$ cat config.mk
export PLATFORM = sky130hd
export DESIGN_NAME = servo_action_sequencer_core
export DESIGN_NICKNAME = d
export VERILOG_FILES = /design/src/sv/sas_pkg.sv /design/src/sv/sas_alu.sv /design/src/sv/sas_table.sv /design/src/sv/servo_action_sequencer_core.sv
export SDC_FILE = /design/constraint.sdc
export NUM_CORES = 2
export LEC_CHECK = 0
export BUFFER_PORTS_ARGS = -buffer_cell sky130_fd_sc_hd__buf_2
export CORE_UTILIZATION = 35
export CTS_BUF_LIST = sky130_fd_sc_hd__clkbuf_4 sky130_fd_sc_hd__clkbuf_8 sky130_fd_sc_hd__clkbuf_16
export CTS_CLUSTER_DIAMETER = 150
export CTS_CLUSTER_SIZE = 40
export DETAILED_ROUTE_END_ITERATION = 6
export GPL_TIMING_DRIVEN = 0
export HOLD_SLACK_MARGIN = 0.05
export MAX_ROUTING_LAYER = met4
export PLACE_DENSITY = 0.5
export SKIP_LAST_GASP = 1
export SLEW_MARGIN = 20
export SYNTH_ARGS = -nofsm -noshare
export SYNTH_HDL_FRONTEND = slang
export SYNTH_SLANG_ARGS = --single-unit
$ cat constraint.sdc
create_clock -name clk -period 17.28 [get_ports clk]
set_input_delay 1.728 -clock clk [delete_from_list [all_inputs] [get_ports clk]]
set_output_delay 1.728 -clock clk [all_outputs]
set_load 0.02 [all_outputs]
$ cat src/sv/sas_pkg.sv
`timescale 1ns / 1ps
// sas_pkg: shared types, codes and constants of the servo action sequencer
// depends on nothing; imported by sas_alu, sas_table and the core
package sas_pkg;

  localparam int PULSE_MIN_US = 600;
  localparam int PULSE_MAX_US = 2400;
  localparam int FULL_ANGLE   = 180;
  localparam int PULSE_SCALE  = (PULSE_MAX_US - PULSE_MIN_US) / FULL_ANGLE;

  localparam int POS_W     = 10;
  localparam int POS_LOW   = -179;
  localparam int POS_HIGH  = 359;
  localparam int PULSE_W   = 14;
  localparam int ALU_W     = 33;

  localparam int MAX_RESULTS = 8;
  localparam int CNT_W       = $clog2(MAX_RESULTS + 1);

  localparam logic [2:0] OP_TICK     = 3'd0;
  localparam logic [2:0] OP_LOAD     = 3'd1;
  localparam logic [2:0] OP_CLAIM    = 3'd2;
  localparam logic [2:0] OP_START    = 3'd3;
  localparam logic [2:0] OP_STOP     = 3'd4;
  localparam logic [2:0] OP_STOP_ALL = 3'd5;

  localparam logic [1:0] KIND_MOVE = 2'd0;
  localparam logic [1:0] KIND_WAIT = 2'd1;
  localparam logic [1:0] KIND_REST = 2'd2;

  localparam logic [1:0] RES_PULSE   = 2'd0;
  localparam logic [1:0] RES_GRANT   = 2'd1;
  localparam logic [1:0] RES_NO_SLOT = 2'd2;

  typedef struct packed {
    logic [1:0]  kind;
    logic [7:0]  target;
    logic [7:0]  speed;
    logic [31:0] delay;
  } act_entry_t;

  typedef struct packed {
    logic signed [ALU_W-1:0] a;
    logic signed [ALU_W-1:0] b;
    logic                    sub;
  } alu_req_t;

  typedef struct packed {
    logic signed [ALU_W-1:0] sum;
    logic                    neg;
    logic                    zero;
    logic signed [POS_W-1:0] sat;
  } alu_rsp_t;

  function automatic logic signed [PULSE_W-1:0] to_pulse(input logic signed [POS_W-1:0] ang);
    logic signed [PULSE_W-1:0] ext;
    ext = PULSE_W'(ang);
    return PULSE_W'(ext * PULSE_W'(PULSE_SCALE)) + PULSE_W'(PULSE_MIN_US);
  endfunction

endpackage

$ cat src/sv/sas_alu.sv
`timescale 1ns / 1ps
// sas_alu: shared add/subtract unit with sign, zero and angle saturation
// depends on sas_pkg
module sas_alu
  import sas_pkg::*;
(
  input  alu_req_t req,
  output alu_rsp_t rsp
);

  localparam logic signed [ALU_W-1:0] LO = ALU_W'(POS_LOW);
  localparam logic signed [ALU_W-1:0] HI = ALU_W'(POS_HIGH);

  logic signed [ALU_W-1:0] sum;
  logic signed [ALU_W-1:0] opb;

  always_comb begin
    opb = req.sub ? ~req.b : req.b;
    sum = req.a + opb + ALU_W'(req.sub);
    rsp.sum  = sum;
    rsp.neg  = sum[ALU_W-1];
    rsp.zero = (sum == '0);
    if (sum < LO) begin
      rsp.sat = POS_W'(LO);
    end else if (sum > HI) begin
      rsp.sat = POS_W'(HI);
    end else begin
      rsp.sat = POS_W'(sum);
    end
  end

endmodule

$ cat src/sv/sas_table.sv
`timescale 1ns / 1ps
// sas_table: action list memory, one write port and one registered read port
// depends on sas_pkg
module sas_table
  import sas_pkg::*;
#(
  parameter int DEPTH = 32,
  localparam int ADDR_W = (DEPTH > 1) ? $clog2(DEPTH) : 1
) (
  input  logic              clk,
  input  logic              we,
  input  logic [ADDR_W-1:0] waddr,
  input  act_entry_t        wdata,
  input  logic [ADDR_W-1:0] raddr,
  output act_entry_t        rdata
);

  act_entry_t mem [DEPTH];

  always_ff @(posedge clk) begin
    if (we) begin
      mem[waddr] <= wdata;
    end
    rdata <= mem[raddr];
  end

endmodule

$ cat src/sv/servo_action_sequencer_core.sv
`timescale 1ns / 1ps
// servo_action_sequencer_core: servo slot sequencer with action lists and pulse output
// depends on sas_pkg, sas_alu and sas_table
//
// usage
//   requests enter on in_valid / in_stall; a request is taken when in_valid is high
//   and in_stall low. in_stall stays high while one request is being worked on.
//   results leave on out_valid / out_stall, one per cycle at most; out_last marks
//   the final result of a request. a request with no result gives no output.
// sequencing
//   one request at a time through a small sequencer and a single shared adder.
//   load, claim, unknown ops and start or stop-one on an unused slot pass through
//   dispatch and finish. start and stop-one on a used slot also read and evaluate
//   one action entry. tick and stop-all visit every slot in turn; a tick on a used
//   slot evaluates its action and, on a move or wait, compares it, and every action
//   entered is read and then evaluated (stop-all enters on each used slot). the
//   last result is moved to the output register as the sequencer ends; while the
//   output stalls the sequencer holds.
// reset
//   rst_n low clears slot use, direction, list pointers, wait stamps and all
//   handshake state. the action list memory is not cleared: entries must be loaded
//   before use; the block itself does not enforce this.
// receiver stall
//   results wait in an output register plus one pending register; while both are
//   full the sequencer holds and no new request is taken.
module servo_action_sequencer_core
  import sas_pkg::*;
#(
  parameter int NUM_SERVOS        = 4,
  parameter int ACTIONS_PER_SERVO = 8
) (
  input  logic                      clk,
  input  logic                      rst_n,
  input  logic                      in_valid,
  output logic                      in_stall,
  input  logic [2:0]                in_op,
  input  logic [1:0]                in_servo_index,
  input  logic [2:0]                in_step_index,
  input  logic [1:0]                in_action_kind,
  input  logic [7:0]                in_target_degrees,
  input  logic [7:0]                in_step_speed,
  input  logic [31:0]               in_delay_ms,
  input  logic [7:0]                in_start_position,
  input  logic [31:0]               in_now_ms,
  output logic                      out_valid,
  input  logic                      out_stall,
  output logic [1:0]                out_result_kind,
  output logic [1:0]                out_servo_id,
  output logic signed [PULSE_W-1:0] out_pulse_us,
  output logic                      out_last
);

  localparam int SLOT_W = (NUM_SERVOS > 1) ? $clog2(NUM_SERVOS) : 1;
  localparam int PTR_W  = $clog2(ACTIONS_PER_SERVO);
  localparam int DEPTH  = NUM_SERVOS * ACTIONS_PER_SERVO;
  localparam int ADDR_W = (DEPTH > 1) ? $clog2(DEPTH) : 1;
  localparam logic [PTR_W-1:0]  LAST_PTR  = PTR_W'(ACTIONS_PER_SERVO - 1);
  localparam logic [SLOT_W-1:0] LAST_SLOT = SLOT_W'(NUM_SERVOS - 1);

  typedef enum logic [3:0] {
    S_IDLE,
    S_DISPATCH,
    S_SLOT,
    S_T_EVAL,
    S_T_CMP,
    S_T_WCMP,
    S_ENTER_RD,
    S_ENTER_EVAL,
    S_NEXT,
    S_FINISH
  } state_t;

  state_t state_r, state_nxt;
  logic [SLOT_W-1:0] slot_r, slot_nxt;

  // latched request
  logic [2:0]  op_r;
  logic [1:0]  s_r;
  logic [2:0]  e_r;
  logic [1:0]  kind_in_r;
  logic [7:0]  target_in_r;
  logic [7:0]  speed_in_r;
  logic [31:0] delay_in_r;
  logic [7:0]  startpos_r;
  logic [31:0] now_r;

  // per-slot state
  logic                    slot_used_r [NUM_SERVOS];
  logic signed [POS_W-1:0] pos_r       [NUM_SERVOS];
  logic                    mu_r        [NUM_SERVOS];
  logic [PTR_W-1:0]        ptr_r       [NUM_SERVOS];
  logic [31:0]             ws_r        [NUM_SERVOS];

  logic signed [POS_W-1:0] p_r;
  logic [31:0]             diff_r;

  // pending and output results
  logic                      pend_v_r;
  logic [1:0]                pend_kind_r;
  logic [1:0]                pend_id_r;
  logic signed [PULSE_W-1:0] pend_pulse_r;
  logic [CNT_W-1:0]          res_cnt_r;
  logic                      out_valid_r;
  logic [1:0]                out_kind_r;
  logic [1:0]                out_id_r;
  logic signed [PULSE_W-1:0] out_pulse_r;
  logic                      out_last_r;

  logic in_fire, out_free, drop, emit_ok;
  logic emit_want, emit_fire, finish_push, push;
  logic [1:0] emit_kind, emit_id;
  logic signed [PULSE_W-1:0] emit_pulse;

  logic [SLOT_W-1:0] wslot, s_slot, free_idx;
  logic free_found, s_ok, e_ok, s_used, reached;
  logic used_we, pos_we, mu_we, mu_wd, ptr_we, ws_we, p_we, diff_we, tbl_we;
  logic signed [POS_W-1:0] pos_wd;
  logic [PTR_W-1:0] ptr_wd, ptr_adv;
  logic [31:0] ws_wd;

  logic signed [POS_W-1:0] cur_pos;
  logic                    cur_mu;
  logic [PTR_W-1:0]        cur_ptr;
  logic [31:0]             cur_ws;

  logic [ADDR_W-1:0] raddr, waddr;
  act_entry_t        act, wentry;
  alu_req_t          alu_req;
  alu_rsp_t          alu_rsp;

  sas_alu u_alu (
    .req (alu_req),
    .rsp (alu_rsp)
  );

  sas_table #(
    .DEPTH (DEPTH)
  ) u_table (
    .clk   (clk),
    .we    (tbl_we),
    .waddr (waddr),
    .wdata (wentry),
    .raddr (raddr),
    .rdata (act)
  );

  assign in_stall  = (state_r != S_IDLE);
  assign in_fire   = in_valid && !in_stall;
  assign out_free  = !out_valid_r || !out_stall;
  assign drop      = (res_cnt_r == CNT_W'(MAX_RESULTS));
  assign emit_ok   = drop || !pend_v_r || out_free;
  assign emit_fire = emit_want && !drop;
  assign push      = (emit_fire && pend_v_r) || finish_push;

  assign cur_pos = pos_r[slot_r];
  assign cur_mu  = mu_r[slot_r];
  assign cur_ptr = ptr_r[slot_r];
  assign cur_ws  = ws_r[slot_r];
  assign ptr_adv = (cur_ptr == LAST_PTR) ? LAST_PTR : cur_ptr + PTR_W'(1);

  assign s_ok   = (5'(s_r) < 5'(NUM_SERVOS));
  assign e_ok   = (7'(e_r) < 7'(ACTIONS_PER_SERVO));
  assign s_slot = SLOT_W'(s_r);
  assign s_used = s_ok && slot_used_r[s_slot];

  assign raddr  = ADDR_W'(slot_r) * ADDR_W'(ACTIONS_PER_SERVO) + ADDR_W'(cur_ptr);
  assign waddr  = ADDR_W'(s_r) * ADDR_W'(ACTIONS_PER_SERVO) + ADDR_W'(e_r);
  assign wentry = '{kind: kind_in_r, target: target_in_r, speed: speed_in_r,
                    delay: delay_in_r};

  assign reached = cur_mu ? !alu_rsp.neg : (alu_rsp.neg || alu_rsp.zero);

  always_comb begin
    free_found = 1'b0;
    free_idx   = '0;
    for (int i = NUM_SERVOS - 1; i >= 0; i--) begin
      if (!slot_used_r[i]) begin
        free_found = 1'b1;
        free_idx   = SLOT_W'(i);
      end
    end
  end

  always_comb begin
    state_nxt   = state_r;
    slot_nxt    = slot_r;
    wslot       = slot_r;
    used_we     = 1'b0;
    pos_we      = 1'b0;
    pos_wd      = alu_rsp.sat;
    mu_we       = 1'b0;
    mu_wd       = 1'b0;
    ptr_we      = 1'b0;
    ptr_wd      = ptr_adv;
    ws_we       = 1'b0;
    ws_wd       = '0;
    p_we        = 1'b0;
    diff_we     = 1'b0;
    tbl_we      = 1'b0;
    alu_req     = '0;
    emit_want   = 1'b0;
    emit_kind   = RES_PULSE;
    emit_id     = 2'(slot_r);
    emit_pulse  = '0;
    finish_push = 1'b0;
    case (state_r)
      S_IDLE: begin
        if (in_fire) begin
          state_nxt = S_DISPATCH;
        end
      end
      S_DISPATCH: begin
        state_nxt = S_FINISH;
        case (op_r)
          OP_TICK, OP_STOP_ALL: begin
            slot_nxt  = '0;
            state_nxt = S_SLOT;
          end
          OP_LOAD: begin
            tbl_we = s_ok && e_ok;
          end
          OP_CLAIM: begin
            emit_want = 1'b1;
            if (free_found) begin
              wslot     = free_idx;
              used_we   = 1'b1;
              pos_we    = 1'b1;
              pos_wd    = $signed({2'b00, startpos_r});
              mu_we     = 1'b1;
              ptr_we    = 1'b1;
              ptr_wd    = '0;
              ws_we     = 1'b1;
              emit_kind = RES_GRANT;
              emit_id   = 2'(free_idx);
            end else begin
              emit_kind = RES_NO_SLOT;
              emit_id   = '0;
            end
          end
          OP_START, OP_STOP: begin
            if (s_used) begin
              wslot     = s_slot;
              slot_nxt  = s_slot;
              ptr_we    = 1'b1;
              ptr_wd    = (op_r == OP_START) ? '0 : LAST_PTR;
              state_nxt = S_ENTER_RD;
            end
          end
          default: begin
            state_nxt = S_FINISH;
          end
        endcase
      end
      S_SLOT: begin
        if (!slot_used_r[slot_r]) begin
          state_nxt = S_NEXT;
        end else if (op_r == OP_TICK) begin
          state_nxt = S_T_EVAL;
        end else begin
          ptr_we    = 1'b1;
          ptr_wd    = LAST_PTR;
          state_nxt = S_ENTER_RD;
        end
      end
      S_T_EVAL: begin
        case (act.kind)
          KIND_MOVE: begin
            alu_req.a   = ALU_W'(cur_pos);
            alu_req.b   = ALU_W'(act.speed);
            alu_req.sub = !cur_mu;
            if (emit_ok) begin
              pos_we     = 1'b1;
              p_we       = 1'b1;
              emit_want  = 1'b1;
              emit_pulse = to_pulse(alu_rsp.sat);
              state_nxt  = S_T_CMP;
            end
          end
          KIND_WAIT: begin
            alu_req.a   = ALU_W'(now_r);
            alu_req.b   = ALU_W'(cur_ws);
            alu_req.sub = 1'b1;
            diff_we     = 1'b1;
            state_nxt   = S_T_WCMP;
          end
          default: begin
            state_nxt = S_NEXT;
          end
        endcase
      end
      S_T_CMP: begin
        alu_req.a   = ALU_W'(p_r);
        alu_req.b   = ALU_W'(act.target);
        alu_req.sub = 1'b1;
        if (reached) begin
          ptr_we    = 1'b1;
          state_nxt = S_ENTER_RD;
        end else begin
          state_nxt = S_NEXT;
        end
      end
      S_T_WCMP: begin
        alu_req.a   = ALU_W'(diff_r);
        alu_req.b   = ALU_W'(act.delay);
        alu_req.sub = 1'b1;
        if (!alu_rsp.neg) begin
          ws_we     = 1'b1;
          ptr_we    = 1'b1;
          state_nxt = S_ENTER_RD;
        end else begin
          state_nxt = S_NEXT;
        end
      end
      S_ENTER_RD: begin
        state_nxt = S_ENTER_EVAL;
      end
      S_ENTER_EVAL: begin
        case (act.kind)
          KIND_MOVE: begin
            alu_req.a   = ALU_W'(cur_pos);
            alu_req.b   = ALU_W'(act.target);
            alu_req.sub = 1'b1;
            mu_we       = 1'b1;
            mu_wd       = alu_rsp.neg;
            state_nxt   = S_NEXT;
          end
          KIND_WAIT, KIND_REST: begin
            if (emit_ok) begin
              ws_we      = (act.kind == KIND_WAIT);
              ws_wd      = now_r;
              emit_want  = 1'b1;
              emit_pulse = to_pulse($signed({2'b00, act.target}));
              state_nxt  = S_NEXT;
            end
          end
          default: begin
            state_nxt = S_NEXT;
          end
        endcase
      end
      S_NEXT: begin
        if ((op_r == OP_TICK || op_r == OP_STOP_ALL) && slot_r != LAST_SLOT) begin
          slot_nxt  = slot_r + SLOT_W'(1);
          state_nxt = S_SLOT;
        end else begin
          state_nxt = S_FINISH;
        end
      end
      S_FINISH: begin
        if (!pend_v_r) begin
          state_nxt = S_IDLE;
        end else if (out_free) begin
          finish_push = 1'b1;
          state_nxt   = S_IDLE;
        end
      end
      default: begin
        state_nxt = S_IDLE;
      end
    endcase
  end

  // control state and registered outputs
  always_ff @(posedge clk) begin
    if (!rst_n) begin
      state_r     <= S_IDLE;
      slot_r      <= '0;
      pend_v_r    <= 1'b0;
      res_cnt_r   <= '0;
      out_valid_r <= 1'b0;
      for (int i = 0; i < NUM_SERVOS; i++) begin
        slot_used_r[i] <= 1'b0;
        mu_r[i]        <= 1'b0;
        ptr_r[i]       <= '0;
        ws_r[i]        <= '0;
      end
    end else begin
      state_r <= state_nxt;
      slot_r  <= slot_nxt;
      if (used_we) begin
        slot_used_r[wslot] <= 1'b1;
      end
      if (mu_we) begin
        mu_r[wslot] <= mu_wd;
      end
      if (ptr_we) begin
        ptr_r[wslot] <= ptr_wd;
      end
      if (ws_we) begin
        ws_r[wslot] <= ws_wd;
      end
      if (in_fire) begin
        res_cnt_r <= '0;
      end else if (emit_fire) begin
        res_cnt_r <= res_cnt_r + CNT_W'(1);
      end
      if (emit_fire) begin
        pend_v_r <= 1'b1;
      end else if (finish_push) begin
        pend_v_r <= 1'b0;
      end
      if (push) begin
        out_valid_r <= 1'b1;
      end else if (!out_stall) begin
        out_valid_r <= 1'b0;
      end
    end
  end

  // payload registers
  always_ff @(posedge clk) begin
    if (in_fire) begin
      op_r        <= in_op;
      s_r         <= in_servo_index;
      e_r         <= in_step_index;
      kind_in_r   <= in_action_kind;
      target_in_r <= in_target_degrees;
      speed_in_r  <= in_step_speed;
      delay_in_r  <= in_delay_ms;
      startpos_r  <= in_start_position;
      now_r       <= in_now_ms;
    end
    if (pos_we) begin
      pos_r[wslot] <= pos_wd;
    end
    if (p_we) begin
      p_r <= alu_rsp.sat;
    end
    if (diff_we) begin
      diff_r <= alu_rsp.sum[31:0];
    end
    if (emit_fire) begin
      pend_kind_r  <= emit_kind;
      pend_id_r    <= emit_id;
      pend_pulse_r <= emit_pulse;
    end
    if (push) begin
      out_kind_r  <= pend_kind_r;
      out_id_r    <= pend_id_r;
      out_pulse_r <= pend_pulse_r;
      out_last_r  <= finish_push;
    end
  end

  assign out_valid       = out_valid_r;
  assign out_result_kind = out_kind_r;
  assign out_servo_id    = out_id_r;
  assign out_pulse_us    = out_pulse_r;
  assign out_last        = out_last_r;

endmodule
# Word-level counts from Yosys, hierarchy flattened
# Memories as Yosys holds them, arrays and structs flattened. A register that Yosys moved wholly into a read port is not among the register bits.
# Cells that the tools add are included.
# totals
reg_bits	189
ramBits	1788
inputBits	102
out_inout_bits	21
elab_cells	240
memories	6
# mem_list
name	depth	word_bits	read_ports	rd_ports_with_merged_regs	write_ports	line	rtl
u_table.mem	32	50	1	1	1	sas_table.sv:18	act_entry_t mem [DEPTH];
ws_r	4	32	1	1	4	servo_action_sequencer_core.sv:92	logic [31:0] ws_r [NUM_SERVOS];
pos_r	4	10	1	1	1	servo_action_sequencer_core.sv:89	logic signed [POS_W-1:0] pos_r [NUM_SERVOS];
ptr_r	4	3	1	1	4	servo_action_sequencer_core.sv:91	logic [PTR_W-1:0] ptr_r [NUM_SERVOS];
mu_r	4	1	1	1	4	servo_action_sequencer_core.sv:90	logic mu_r [NUM_SERVOS];
slot_used_r	4	1	6	2	4	servo_action_sequencer_core.sv:88	logic slot_used_r [NUM_SERVOS];
# classes
n_addsub	9
mul	2
n_lt_le_gt_ge	2
n_eq_ne	26
n_mux	135
bitwise	2
reduce_logical	35
# ops
operator	n
one-hot mux 67 bit (4 select lines)	1
one-hot mux 67 bit (2 select lines)	1
2-to-1 mux 32 bit	4
2-to-1 mux 67 bit	1
2-to-1 mux 1 bit	57
2-to-1 mux 2 bit	27
2-to-1 mux 10 bit	5
2-to-1 mux 4 bit	11
one-hot mux 4 bit (10 select lines)	1
adder 33 x 1 -> 33 bit	1
adder 33 bit	1
> comparator 33 x 10 -> 1 bit (second input constant)	1
logical NOT 33 bit	1
less-than comparator 33 x 9 -> 1 bit (second input constant)	1
2-to-1 mux 33 bit	1
NOT 33 bit	1
OR reduction 32 bit	1
2-to-1 mux 14 bit	2
one-hot mux 14 bit (2 select lines)	1
2-to-1 mux 13 bit	2
2-to-1 mux 3 bit	8
== test 4 x 3 -> 1 bit (second input constant)	4
one-hot mux 4 bit (2 select lines)	2
adder 14 x 11 -> 14 bit (second input constant)	1
39 further kinds	75

# Logic depth before layout (Yosys ltp)
# logic_depth
word_depth	17
ltp_mapped	37
mapped_depth_nobuf	34

# By module
# Synthesis repeated with hierarchy kept, for this count alone.
# unflattened
hier_cells	5054
hier_area_um2	82923.3
# by_module_without_submodules
module	n_inst	cells_per_inst	area_per_inst_um2	seq_area_each_um2
sas_table	1	3504	63248.2	49047.0
servo_action_sequencer_core	1	1124	16796.1	11160.7
sas_alu	1	426	2879.0	0.0

# Least setup slack after synthesis
# No wires, ideal clock.
# synth_timing
kind	register to register
start	register state_r[2]
end	register pend_pulse_r[13] (data pin)
setup_ns	0.266
arrival_time_ns	8.251
required_time_ns	17.014
slack_ns	8.763
stages_incl_launch_ff	37
n_path_buf	6
period_less_slack_ns	8.517
cell_sequence	dfxtp_1 buf_2 nor4bb_2 nand2_1 inv_1 buf_2 clkbuf_1 buf_1 a221oi_1 ha_1 clkbuf_1 and3_1 and4_1 a21o_1 a311oi_1 o41ai_2 a211o_1 a31oi_1 and4b_1 a31o_1 and2_1 buf_2 nand2_1 ha_1 ha_1 fa_1 a21o_1 a21oi_1 o21bai_1 a21oi_1 o21ai_0 xnor2_1 nor2_1 mux2_2 a222oi_1 xor2_1 nor2_1
# synth_lines
element	line	rtl
start: declaration	servo_action_sequencer_core.sv:73	state_t state_r, state_nxt;
start signal: assignment	servo_action_sequencer_core.sv:378	state_r <= state_nxt;
end signal: assignment	servo_action_sequencer_core.sv:435	pend_pulse_r <= emit_pulse;
end: declaration	servo_action_sequencer_core.sv:101	logic signed [PULSE_W-1:0] pend_pulse_r;

==> impl_metrics.toml <==
[sta]
tightest_slew_ns = 1.19
fin_crit_ns = 10.72
drv_slew = 0
relSlewSlack = 0.208
fin_skew_ns = 0.0564
fin_setup_tns_ns = 0
finalHoldViolCount = 0
setup_viol = 0
fmax_mhz = 93.3
period_share = 0.620
grt_setup_unrepaired = "no"

[detailed_routing]
drt_iter0_markers = 4692
avgViaCountPerCell = 5.54
via_count = 40500
post-route-drc-count = 0
wire_per_inst_um = 31.3
firstDrtPassIters = 6
routed_wl_um = 228000
drtAntennaViolNets = 0

[clock_tree]
postCtsHoldBufs = 0
cts_resized = 0
cts_max_level = 2
cts_tree = "built"
cts_buffers = 57
insertion_delay_ns = 0.81
clk_path_buf_depth = 3
clk_pin_slew_ns = 0.15
ctsRootBufferMaster = "clkbuf_16"
cts.sinks = 2029
cts_setup_buffers = 0

[setup_path]
slowest_delay_ns = 0.97
cp.arrival_ns = 11.25
cp-end-kind = "flip-flop"
crit_path_top_delay_cell = "a2111oi_0"
reg2reg_depth = 31
crit_family = "compound AO/OA/AOI/OAI gates"
path_buf_inv = 5
worstSetupPathType = "flip-flop to flip-flop"
path_max_fanout = 12
crit_required_ns = 17.81
startpoint_type = "flip-flop"
cp.depth = 31

[die]
die_w_um = 483
start_util = 0.352
die_h_um = 483
die_area_um2 = 234000
ios = 123
core_um2 = 230000
rows = 176

[pwr]
p_switching_mw = 2.34
p_int_mw = 6.81
p_leak_nw = 28.5
ir_worst_vdd_uv = 94.5
clkPwrFrac = 0.238
combPwrFrac = 0.124
p_per_area_nw_per_um2 = 101
p_seq_frac = 0.638
switching_share = 0.256

[yosys]
synth_area_leaders = "edfxtp_1 72%, mux4_2 15%, dfxtp_1 1.8%"
synth_edf_count = 1957
ys_ff_latch = 2029
syn-num-nets = 4098
netlist_instances = 3925
synth.distinct_cells = 81
async_flop_share = 0
synthTopCellsByCount = "1957 x edfxtp_1, 546 x mux4_2, 165 x clkbuf_1"
avgSynthCellArea_um2 = 20.7
yosysWarningCount = 0
synth-seq-area-share = 0.743
yosys.area.top_type_share = 0.725
synth_top_flop_cell = "edfxtp_1"
synth_area_um2 = 81100
yosysTopAreaCell = "edfxtp_1"
synth_most_common_cell = "edfxtp_1"

[cells_and_area]
layout-drive-gt1-share = 0.253
regArea_um2 = 60200
area_growth_pct = 11.5
multi_input_area_um2 = 20100
fin_nets = 4398
num-fill-cells = 20500
utilization = 0.393

[place]
place_congestion = 0.897
hpwl_um = 156000
port_buffers = 121

[grt]
grt_max_degree = 63
grt_pass1_wl_um = 319000
grt_pass1_vias = 40300
antenna_found_initial = 6
grt_use_total = 0.199
overflow = 0

[flow_run]
maxCapViolCount = 0

[status]
status = "complete, no violations"

[min_path]
hold_class = "flip-flop to flip-flop"
min_path_cells = 0
[area by class of cell]
cell class,instances,area share
plain buffers,224,0.0106
diodes,3,0.0000830
well taps,3026,0.0419
clock buffers,98,0.0192
flip-flops and latches,2029,0.666
repair buffers,241,0.0364
clock inverters,7,0.00147
multi-input cells,1617,0.222
inverters,55,0.00239
[power groups by stage]
stage	logic, mW	registers, mW	clock network (mW)
2_1_floorplan	0.722	5.84	0
3_3_place_gp	1.11	5.96	0
3_5_place_dp	1.13	5.96	0
4_1_cts	1.14	5.85	2.25
5_1_grt	1.23	5.86	2.37
6_report	1.14	5.84	2.18
[path summary, 6_finish.rpt]
kind / start / to / slack [ns]
setup / recovery: flip-flop / pend_pulse_r[13] / 6.56
hold / removal: pend_pulse_r[13] / out_pulse_us[13] / 0.41
setup reg to reg: flip-flop / pend_pulse_r[13] / 6.56
hold reg to reg: pend_pulse_r[13] / out_pulse_us[13] / 0.41
[logic make-up (layout without fill, tap and decap cells)]
| logic type | count (synthesis) | count (layout) | synth area share |
|---|---|---|---|
| and+or+nand+nor | 509 | 509 | 0.0327 |
| other | 1 | 4 | 0.0000463 |
| muxes | 624 | 624 | 0.163 |
| AOI/OAI and AO/OA | 345 | 345 | 0.0299 |
| DFF | 2029 | 2029 | 0.743 |
| xor gates and xnor gates | 67 | 67 | 0.00724 |
| buffers and inverters | 279 | 625 | 0.0134 |
| adders and majority gates | 71 | 71 | 0.0112 |
[through the flow]
stage | setup slack (ns) | instances | cell area (um2) | power (mW) | hold WS, ns
finish | 6.56 | 7300 | 90400 | 9.15 | 0.413
global route | 6.00 | 7299 | 90400 | 9.46 | 0.432
CTS | 6.34 | 7291 | 90300 | 9.23 | 0.428
detailed placement | 6.38 | 7186 | 88400 | 7.09 | 0.407
global placement | 4.83 | 7072 | 85500 | 7.07 | 0.406
floorplan | 8.76 | 3925 | 81100 | 6.56 | 0.400
[sequential cells by signal, summed over array words and instances (netlist names), 3 cells and up, named ones only]
signal,flops
p_r,10
u_table.mem,1600
mu_r,4
pend_pulse_r,13
speed_in_r,8
pos_r,40
delay_in_r,32
startpos_r,8
state_r,4
ptr_r,12
target_in_r,8
slot_used_r,4
now_r,32
diff_r,32
e_r,3
out_pulse_us,13
res_cnt_r,4
u_table.rdata,50
ws_r,128
op_r,3
[worst register-to-register path: cells and delay by family (launching register included)]
kind                     cells  cell delay, ns
adder cells (fa/ha/maj)      4            1.25
AND/OR/NAND/NOR              5            1.37
multiplexers                 3            1.12
XOR/XNOR                     2            0.45
AO/OA/AOI/OAI               12            3.74
flip-flops                   1            0.50
buffers and inverters        5            2.06
[cells in the final DEF (no fill, tap or decap), types with 29 or more instances in the layout]
master	n
buf_12	68
o21ai_0	59
ha_1	68
clkbuf_4	41
edfxtp_1	1957
a21oi_1	79
nor2_4	32
clkbuf_1	130
xor2_1	29
buf_2	151
nand2_1	95
mux2_2	58
inv_1	53
mux4_2	546
xnor2_1	38
buf_16	44
clkbuf_16	57
and3_1	142
nor3_1	31
nor2_1	93
a221o_1	34
dfxtp_1	72
clkbuf_2	43
[metal layers]
metal	global-route usage	share of wire
met4	0.0355	0.018
met5	-	0
met1	0.275	0.44
met2	0.321	0.49
met3	0.0204	0.052
(Power assumes the default switching activity.)
